==> src/gte_pkg.sv <==
// ----------------------------------------------------------------------------
// gte_pkg
// Shared codes and default sizes for the graph traversal engine.
// ----------------------------------------------------------------------------
package gte_pkg;

    // default sizes
    localparam int MAX_VERTICES_DEF = 32;
    localparam int MAX_DEGREE_DEF   = 8;

    // fixed field widths
    localparam int VTX_W = 5;
    localparam int CMD_W = 2;
    localparam int ST_W  = 2;
    localparam int CNT_W = 6;

    // command codes
    localparam logic [CMD_W-1:0] CMD_EDGE = 2'd0;
    localparam logic [CMD_W-1:0] CMD_BFS  = 2'd1;
    localparam logic [CMD_W-1:0] CMD_DFS  = 2'd2;

    // status codes
    localparam logic [ST_W-1:0] ST_OK    = 2'd0;
    localparam logic [ST_W-1:0] ST_RANGE = 2'd1;
    localparam logic [ST_W-1:0] ST_FULL  = 2'd2;

endpackage

==> src/graph_traversal_engine_top.sv <==
// ----------------------------------------------------------------------------
// graph_traversal_engine_top
// Undirected graph store with breadth-first and depth-first traversal.
// ----------------------------------------------------------------------------
//  channel  | signals                                   | handshake
//  ---------+-------------------------------------------+------------------------
//  command  | cmd, first_vertex, second_vertex          | start & !busy
//  result   | visited_vertex, status, last              | result_valid, 1 cycle
//  config   | cfg_wr_data (vertex_count)                | cfg_wr_en
//
//  busy in dispatch, edge, edge2 for a stored edge; dispatch, edge for a full
//  list; dispatch for a range error or unknown command. breadth-first: pop,
//  vertex, check per vertex, then check, neighbour per entry; depth-first:
//  check, pop per vertex, then check, neighbour per entry. the final result
//  shows in the first idle cycle. reset clears degrees, visited marks and
//  control; no clearing pass. the receiver cannot stall: one-cycle results.
module graph_traversal_engine_top #(
    parameter int MAX_VERTICES = gte_pkg::MAX_VERTICES_DEF,
    parameter int MAX_DEGREE   = gte_pkg::MAX_DEGREE_DEF
) (
    input  logic                        clk,
    input  logic                        rst_n,
    input  logic                        start,
    output logic                        busy,
    input  logic [gte_pkg::CMD_W-1:0]   cmd,
    input  logic [gte_pkg::VTX_W-1:0]   first_vertex,
    input  logic [gte_pkg::VTX_W-1:0]   second_vertex,
    input  logic                        cfg_wr_en,
    input  logic [gte_pkg::CNT_W-1:0]   cfg_wr_data,
    output logic                        result_valid,
    output logic [gte_pkg::VTX_W-1:0]   visited_vertex,
    output logic [gte_pkg::ST_W-1:0]    status,
    output logic                        last
);

    localparam int VW = (MAX_VERTICES > 1) ? $clog2(MAX_VERTICES) : 1;
    localparam int DW = $clog2(MAX_DEGREE + 1);
    localparam int TW = VW + 1;
    localparam int NW = 7;
    localparam int AW = VW + DW;
    localparam int NB_DEPTH = MAX_VERTICES << DW;

    typedef enum logic [3:0] {
        S_IDLE, S_DISPATCH, S_EDGE, S_EDGE2,
        S_BFS_POP, S_BFS_V, S_BFS_CHK, S_BFS_NB,
        S_DFS_CHK, S_DFS_NB, S_DFS_POP
    } state_t;

    state_t                     state_reg;
    logic [gte_pkg::CMD_W-1:0]  cmd_reg;
    logic [gte_pkg::VTX_W-1:0]  a_reg;
    logic [gte_pkg::VTX_W-1:0]  b_reg;
    logic [gte_pkg::CNT_W-1:0]  vcount_reg;
    logic [DW-1:0]              deg_reg [MAX_VERTICES];
    logic [DW-1:0]              deg_a_reg;
    logic [MAX_VERTICES-1:0]    visited_reg;
    logic [VW-1:0]              cur_v_reg;
    logic [DW-1:0]              cur_pos_reg;
    logic [TW-1:0]              head_reg;
    logic [TW-1:0]              tail_reg;
    logic                       pend_valid_reg;
    logic [VW-1:0]              pend_reg;
    logic                       res_valid_reg;
    logic [gte_pkg::VTX_W-1:0]  res_vtx_reg;
    logic [gte_pkg::ST_W-1:0]   res_st_reg;
    logic                       res_last_reg;

    // memories
    logic [VW-1:0]      nb_mem [NB_DEPTH];
    logic [VW+DW-1:0]   fr_mem [MAX_VERTICES];
    logic [VW-1:0]      nb_rdata_reg;
    logic [VW+DW-1:0]   fr_rdata_reg;

    logic               nb_we;
    logic [AW-1:0]      nb_waddr;
    logic [VW-1:0]      nb_wdata;
    logic [AW-1:0]      nb_raddr;
    logic               fr_we;
    logic [VW-1:0]      fr_waddr;
    logic [VW+DW-1:0]   fr_wdata;
    logic [VW-1:0]      fr_raddr;

    logic [NW-1:0]      n_act;
    logic [VW-1:0]      a_idx;
    logic [VW-1:0]      b_idx;
    logic [VW-1:0]      deg_addr;
    logic [DW-1:0]      deg_rd;
    logic               edge_full;
    logic               nb_ok;
    logic [VW-1:0]      w_vtx;
    logic [TW-1:0]      tail_m1;
    logic [TW-1:0]      tail_m2;

    assign busy           = (state_reg != S_IDLE);
    assign result_valid   = res_valid_reg;
    assign visited_vertex = res_vtx_reg;
    assign status         = res_st_reg;
    assign last           = res_last_reg;

    // active vertex count, saturated
    always_comb
    begin
        if (NW'(vcount_reg) > NW'(MAX_VERTICES))
            n_act = NW'(MAX_VERTICES);
        else
            n_act = NW'(vcount_reg);
    end

    assign a_idx   = VW'(a_reg);
    assign b_idx   = VW'(b_reg);
    assign w_vtx   = nb_rdata_reg;
    assign tail_m1 = tail_reg - TW'(1);
    assign tail_m2 = tail_reg - TW'(2);
    assign nb_ok   = (NW'(w_vtx) < n_act) && !visited_reg[w_vtx]
                     && (tail_reg < TW'(MAX_VERTICES));

    // degree read port
    always_comb
    begin
        unique case (state_reg)
            S_DISPATCH:       deg_addr = a_idx;
            S_EDGE, S_EDGE2:  deg_addr = b_idx;
            default:          deg_addr = cur_v_reg;
        endcase
    end
    assign deg_rd = deg_reg[deg_addr];

    // list full check, second read of the degree is for the far end
    always_comb
    begin
        if (a_reg == b_reg)
            edge_full = ((DW+1)'(deg_a_reg) + (DW+1)'(2)) > (DW+1)'(MAX_DEGREE);
        else
            edge_full = (deg_a_reg >= DW'(MAX_DEGREE)) || (deg_rd >= DW'(MAX_DEGREE));
    end

    // memory port control
    always_comb
    begin
        nb_we    = 1'b0;
        nb_waddr = {a_idx, deg_a_reg};
        nb_wdata = b_idx;
        nb_raddr = {cur_v_reg, cur_pos_reg};
        fr_we    = 1'b0;
        fr_waddr = tail_reg[VW-1:0];
        fr_wdata = {w_vtx, {DW{1'b0}}};
        fr_raddr = head_reg[VW-1:0];
        unique case (state_reg)
            S_DISPATCH:
            begin
                fr_we    = 1'b1;
                fr_waddr = '0;
                fr_wdata = {a_idx, {DW{1'b0}}};
            end
            S_EDGE:
                nb_we = !edge_full;
            S_EDGE2:
            begin
                nb_we    = 1'b1;
                nb_waddr = {b_idx, deg_rd};
                nb_wdata = a_idx;
            end
            S_BFS_NB:
                fr_we = nb_ok;
            S_DFS_CHK:
                fr_raddr = tail_m2[VW-1:0];
            S_DFS_NB:
            begin
                fr_we    = nb_ok;
                fr_waddr = tail_m1[VW-1:0];
                fr_wdata = {cur_v_reg, cur_pos_reg};
            end
            default:
            begin
            end
        endcase
    end

    // neighbour memory
    always_ff @(posedge clk)
    begin
        if (nb_we)
            nb_mem[nb_waddr] <= nb_wdata;
        nb_rdata_reg <= nb_mem[nb_raddr];
    end

    // work list and frame memory
    always_ff @(posedge clk)
    begin
        if (fr_we)
            fr_mem[fr_waddr] <= fr_wdata;
        fr_rdata_reg <= fr_mem[fr_raddr];
    end

    // sequencer, state and registered outputs
    always_ff @(posedge clk or negedge rst_n)
    begin
        if (!rst_n)
        begin
            state_reg      <= S_IDLE;
            vcount_reg     <= gte_pkg::CNT_W'(32);
            visited_reg    <= '0;
            pend_valid_reg <= 1'b0;
            res_valid_reg  <= 1'b0;
            head_reg       <= '0;
            tail_reg       <= '0;
            for (int i = 0; i < MAX_VERTICES; i++)
                deg_reg[i] <= '0;
        end
        else
        begin
            res_valid_reg <= 1'b0;
            if (cfg_wr_en)
                vcount_reg <= cfg_wr_data;
            unique case (state_reg)
                S_IDLE:
                begin
                    if (start)
                    begin
                        cmd_reg   <= cmd;
                        a_reg     <= first_vertex;
                        b_reg     <= second_vertex;
                        state_reg <= S_DISPATCH;
                    end
                end
                S_DISPATCH:
                begin
                    deg_a_reg   <= deg_rd;
                    res_vtx_reg <= '0;
                    res_last_reg <= 1'b1;
                    if (cmd_reg == gte_pkg::CMD_EDGE)
                    begin
                        if (NW'(a_reg) >= n_act || NW'(b_reg) >= n_act)
                        begin
                            res_valid_reg <= 1'b1;
                            res_st_reg    <= gte_pkg::ST_RANGE;
                            state_reg     <= S_IDLE;
                        end
                        else
                            state_reg <= S_EDGE;
                    end
                    else if (cmd_reg != gte_pkg::CMD_BFS && cmd_reg != gte_pkg::CMD_DFS)
                    begin
                        res_valid_reg <= 1'b1;
                        res_st_reg    <= gte_pkg::ST_RANGE;
                        state_reg     <= S_IDLE;
                    end
                    else
                    begin
                        if (NW'(a_reg) >= n_act)
                        begin
                            visited_reg   <= '0;
                            res_valid_reg <= 1'b1;
                            res_st_reg    <= gte_pkg::ST_RANGE;
                            state_reg     <= S_IDLE;
                        end
                        else
                        begin
                            // fresh marks with only the start vertex set
                            visited_reg <= MAX_VERTICES'(1) << a_idx;
                            head_reg    <= '0;
                            tail_reg    <= TW'(1);
                            cur_v_reg   <= a_idx;
                            cur_pos_reg <= '0;
                            if (cmd_reg == gte_pkg::CMD_BFS)
                            begin
                                pend_valid_reg <= 1'b0;
                                state_reg      <= S_BFS_POP;
                            end
                            else
                            begin
                                pend_valid_reg <= 1'b1;
                                pend_reg       <= a_idx;
                                state_reg      <= S_DFS_CHK;
                            end
                        end
                    end
                end
                S_EDGE:
                begin
                    if (edge_full)
                    begin
                        res_valid_reg <= 1'b1;
                        res_st_reg    <= gte_pkg::ST_FULL;
                        state_reg     <= S_IDLE;
                    end
                    else
                    begin
                        deg_reg[a_idx] <= deg_a_reg + DW'(1);
                        state_reg      <= S_EDGE2;
                    end
                end
                S_EDGE2:
                begin
                    deg_reg[b_idx] <= deg_rd + DW'(1);
                    res_valid_reg  <= 1'b1;
                    res_st_reg     <= gte_pkg::ST_OK;
                    state_reg      <= S_IDLE;
                end
                // breadth-first: take the next queued vertex
                S_BFS_POP:
                begin
                    if (head_reg < tail_reg)
                    begin
                        head_reg  <= head_reg + TW'(1);
                        state_reg <= S_BFS_V;
                    end
                    else
                    begin
                        res_valid_reg <= 1'b1;
                        res_vtx_reg   <= gte_pkg::VTX_W'(pend_reg);
                        res_st_reg    <= gte_pkg::ST_OK;
                        res_last_reg  <= 1'b1;
                        state_reg     <= S_IDLE;
                    end
                end
                S_BFS_V:
                begin
                    if (pend_valid_reg)
                    begin
                        res_valid_reg <= 1'b1;
                        res_vtx_reg   <= gte_pkg::VTX_W'(pend_reg);
                        res_st_reg    <= gte_pkg::ST_OK;
                        res_last_reg  <= 1'b0;
                    end
                    pend_valid_reg <= 1'b1;
                    pend_reg       <= fr_rdata_reg[VW+DW-1:DW];
                    cur_v_reg      <= fr_rdata_reg[VW+DW-1:DW];
                    cur_pos_reg    <= '0;
                    state_reg      <= S_BFS_CHK;
                end
                S_BFS_CHK:
                begin
                    if (cur_pos_reg < deg_rd)
                    begin
                        cur_pos_reg <= cur_pos_reg + DW'(1);
                        state_reg   <= S_BFS_NB;
                    end
                    else
                        state_reg <= S_BFS_POP;
                end
                S_BFS_NB:
                begin
                    if (nb_ok)
                    begin
                        visited_reg[w_vtx] <= 1'b1;
                        tail_reg           <= tail_reg + TW'(1);
                    end
                    state_reg <= S_BFS_CHK;
                end
                // depth-first: top frame lives in cur_v/cur_pos
                S_DFS_CHK:
                begin
                    if (cur_pos_reg < deg_rd)
                    begin
                        cur_pos_reg <= cur_pos_reg + DW'(1);
                        state_reg   <= S_DFS_NB;
                    end
                    else if (tail_reg == TW'(1))
                    begin
                        res_valid_reg <= 1'b1;
                        res_vtx_reg   <= gte_pkg::VTX_W'(pend_reg);
                        res_st_reg    <= gte_pkg::ST_OK;
                        res_last_reg  <= 1'b1;
                        state_reg     <= S_IDLE;
                    end
                    else
                    begin
                        tail_reg  <= tail_m1;
                        state_reg <= S_DFS_POP;
                    end
                end
                S_DFS_NB:
                begin
                    if (nb_ok)
                    begin
                        visited_reg[w_vtx] <= 1'b1;
                        if (pend_valid_reg)
                        begin
                            res_valid_reg <= 1'b1;
                            res_vtx_reg   <= gte_pkg::VTX_W'(pend_reg);
                            res_st_reg    <= gte_pkg::ST_OK;
                            res_last_reg  <= 1'b0;
                        end
                        pend_reg    <= w_vtx;
                        cur_v_reg   <= w_vtx;
                        cur_pos_reg <= '0;
                        tail_reg    <= tail_reg + TW'(1);
                    end
                    state_reg <= S_DFS_CHK;
                end
                S_DFS_POP:
                begin
                    cur_v_reg   <= fr_rdata_reg[VW+DW-1:DW];
                    cur_pos_reg <= fr_rdata_reg[DW-1:0];
                    state_reg   <= S_DFS_CHK;
                end
                default:
                    state_reg <= S_IDLE;
            endcase
        end
    end

endmodule

==> config.mk <==
export PLATFORM = sky130hd
export DESIGN_NAME = graph_traversal_engine_top
export DESIGN_NICKNAME = d
export VERILOG_FILES = /design/src/gte_pkg.sv /design/src/graph_traversal_engine_top.sv
export SDC_FILE = /design/constraint.sdc
export NUM_CORES = 2
export LEC_CHECK = 0
export BUFFER_PORTS_ARGS = -buffer_cell sky130_fd_sc_hd__buf_2
export CORE_UTILIZATION = 50
export DETAILED_ROUTE_END_ITERATION = 6
export GPL_TIMING_DRIVEN = 0
export PLACE_DENSITY = 0.65
export SLEW_MARGIN = 20
export SYNTH_ARGS = -nofsm -noshare
export SYNTH_HDL_FRONTEND = slang
export SYNTH_SLANG_ARGS = --single-unit
==> constraint.sdc <==
create_clock -name clk -period 28.4 [get_ports clk]
set_clock_uncertainty 0.15 [all_clocks]
set_input_delay 4.26 -clock clk [delete_from_list [all_inputs] [get_ports clk]]
set_output_delay 4.26 -clock clk [all_outputs]
set_load 0.05 [all_outputs]
==> results.json <==
{
  "synthArstFlopShare_pct": 5.97,
  "antenna_found_initial": 58,
  "crit_chain": "buf_2 > buf_2 > buf_2 > buf_2 > buf_2 > buf_2 > mux2i_1 > o221ai_1 > o22ai_1 > a211oi_1 > nor2_1 > a31oi_1 > a21oi_1 > nand2_1 > o21ai_0 > a21oi_1",
  "layout_common_cells": "edfxtp_1 (2886), mux4_2 (677), nor2_1 (630)",
  "yosysSeqAreaShare_pct": 72.1,
  "grt_pass1_wl_um": 692000,
  "final_nets": 7894,
  "root_buffer": "clkbuf_16",
  "p_int_mw": 9.14,
  "antenna_left": 0,
  "p_seq_share_pct": 37.3,
  "cts_hold_buf": 0,
  "syn_area_per_cell_um2": 17.3,
  "cp_data_arrival_time_ps": 9020,
  "max-cap-violations": 0,
  "cpMaxStageDelayCell": "buf_2",
  "placed_cells": 10854,
  "p_per_area_nw_per_um2": 100,
  "crit_type": "flop to flop",
  "floorplan.die_area_um2": 256000,
  "post_cts_buffers": 0,
  "cpLargestDelayFamily": "buffers and inverters",
  "grt_max_degree": 98,
  "setup_slack_ps": 19970,
  "worstHoldPathType": "flop to flop",
  "cts.repair.resized": 0,
  "critPathLaunchType": "flop",
  "routedWlPerCell_um": 46.0,
  "slew_headroom_pct": 7.84,
  "grt_pass1_vias": 77028,
  "cts_tree": "yes",
  "die_height_um": 506,
  "post_drt_via_cell_ratio": 7.28,
  "synth_nets": 7376,
  "finalNonFillerCells": 11486,
  "grt.overflow.total": 0,
  "finish.utilization_pct": 58.0,
  "fin_area_um2": 146000,
  "cpPeakStageDelay_ps": 1020,
  "fmax_mhz": 119,
  "irDropWorstVdd_mv": 0.0704,
  "fin_crit_ps": 8430,
  "swShare_pct": 37.4,
  "cts_htree_levels": 5,
  "yosys_warnings": 0,
  "dpl_cell_area_um2": 136000,
  "cts_buffers": 327,
  "violations": "DRC",
  "place_ws_ps": 20660,
  "critPathBufInv": 6,
  "synth-seq-cells": 3084,
  "post-route-period-util_pct": 29.7,
  "status": "finished with violations",
  "clk_latency_ps": 1020,
  "cts_sinks": 3084,
  "fp-row-count": 184,
  "synth_edf_count": 2886,
  "drive_gt1_share_pct": 22.0,
  "rsz0062_at_grt": "false",
  "drv_slew": 0,
  "pin_count": 32,
  "synthDistinctLibCells": 85,
  "fin_tns_setup_ps": 0,
  "cellLeakagePower_nw": 47.1,
  "clk_pin_slew_ps": 60,
  "p_comb_share_pct": 33.8,
  "final_common_cell": "edfxtp_1",
  "hpwl_um": 369000,
  "drc": 30,
  "yosys_most_used_dff": "edfxtp_1",
  "tightest_slew_ps": 1380,
  "crit_top_cell": "buf_2",
  "cp.required_ps": 28990,
  "drt-total-wl_um": 528000,
  "totalPowerFinal_mw": 14.6,
  "via_count": 83562,
  "switching_power_mw": 5.46,
  "grt_usage_pct": 41.0,
  "drt_pre_antenna_iters": 7,
  "core_area_um2": 252000,
  "fp.dieW_um": 506,
  "synth.cell_area_um2": 127000,
  "crit_fanout": 10,
  "synthCells": 7317,
  "ctsLongestPathBuffers": 4,
  "drt_iter0_markers": 16737,
  "fin_hold_ws_ps": 325,
  "worstSetupEndpointType": "flop",
  "largest_reg_flops": 2560,
  "p_clk_share_pct": 28.9,
  "initial_core_util_pct": 50.4,
  "syn2layout_area_growth_pct": 15.0,
  "port_buffers": 30,
  "setup_viol": 0,
  "finalWeightedCongestion": 1.05,
  "hold_viol": 0
}
[tightest hold or removal path, stage by stage (launching register included)]
cell and delay, ps:
dfrtp_1 330, nand2_1 50, o21ai_0 60
[area by class of cell]
| cell class | count | area (um^2) |
|---|---|---|
| fill | 18920 | 106000 |
| sequential | 3084 | 91500 |
| multi-input combinational | 3703 | 33500 |
| clock buffer | 398 | 8670 |
| tap | 3348 | 4190 |
| timing repair buffer | 189 | 3910 |
| buffer | 495 | 2320 |
| clock inverter | 170 | 1520 |
| antenna | 64 | 160 |
| inverter | 35 | 131 |
[final timing paths]
check | from | end | slack, ps | cells past startpoint
min in group asynchronous | rst_n | tail_reg[5] | 3210 | 1
worst min register to register | deg_reg[106] | deg_reg[106] | 330 | 2
worst max register to register | cur_pos_reg[0] | nb_rdata_reg[2] | 19970 | 16
worst min-delay path | deg_reg[106] | deg_reg[106] | 330 | 2
max in group asynchronous | rst_n | deg_reg[16] | 23860 | 2
worst max-delay path | cur_pos_reg[0] | nb_rdata_reg[2] | 19970 | 16
[metal layers]
metal  global-route usage, %  wire length (um)
met1                    50.4            170000
met2                    57.7            221000
met5                   0.778               525
met3                    17.5             85800
met4                    30.7             50000
[power by group through the flow]
| stage | Clock, mW | Sequential (mW) | Combinational, mW |
|---|---|---|---|
| floorplan | 0 | 5.78 | 2.10 |
| global placement | 0 | 6.05 | 4.21 |
| detailed placement | 0 | 5.53 | 4.59 |
| CTS | 4.19 | 5.44 | 4.61 |
| global route | 4.35 | 5.45 | 4.81 |
| finish | 4.22 | 5.44 | 4.93 |
[cells by family after synthesis]
group                      count (synthesis)  share of synthesized area (%)
adders and majority gates                 37                          0.365
AOI/OAI and AO/OA                       1077                           5.51
and+or+nand+nor                         1520                           5.13
muxes                                   1051                           15.0
DFF                                     3084                           72.1
xor gates and xnor gates                  18                          0.124
buffers and inverters                    530                           1.76
[cells in the mapped netlist, types with 18 or more instances]
cell       number  area share, %
o221ai_1      127           0.88
a31oi_1        30           0.15
clkbuf_1      267           0.79
edfxtp_1     2886             68
mux2i_1       343            2.7
o2111ai_1      32           0.22
nand2b_1       26           0.13
o211ai_1       22           0.13
buf_1          62           0.18
mux2_2         31           0.27
mux4_2        677             12
nor2b_1        25           0.12
o21ai_0       264            1.0
buf_2         155           0.61
o31ai_1        18           0.11
nor3_1        155           0.61
o22ai_1        63           0.31
ha_1           37           0.36
a21o_1         19           0.11
nand2_1       484            1.4
inv_1          33          0.098
nor2_1        648            1.9
nand3_1        61           0.24
a211oi_1       39           0.23
and2_1         36           0.18
a21oi_1       287            1.1
dfrtp_1       183            3.6
o22a_1         43           0.30
a32oi_1        28           0.19
(Power assumes the default switching activity.)
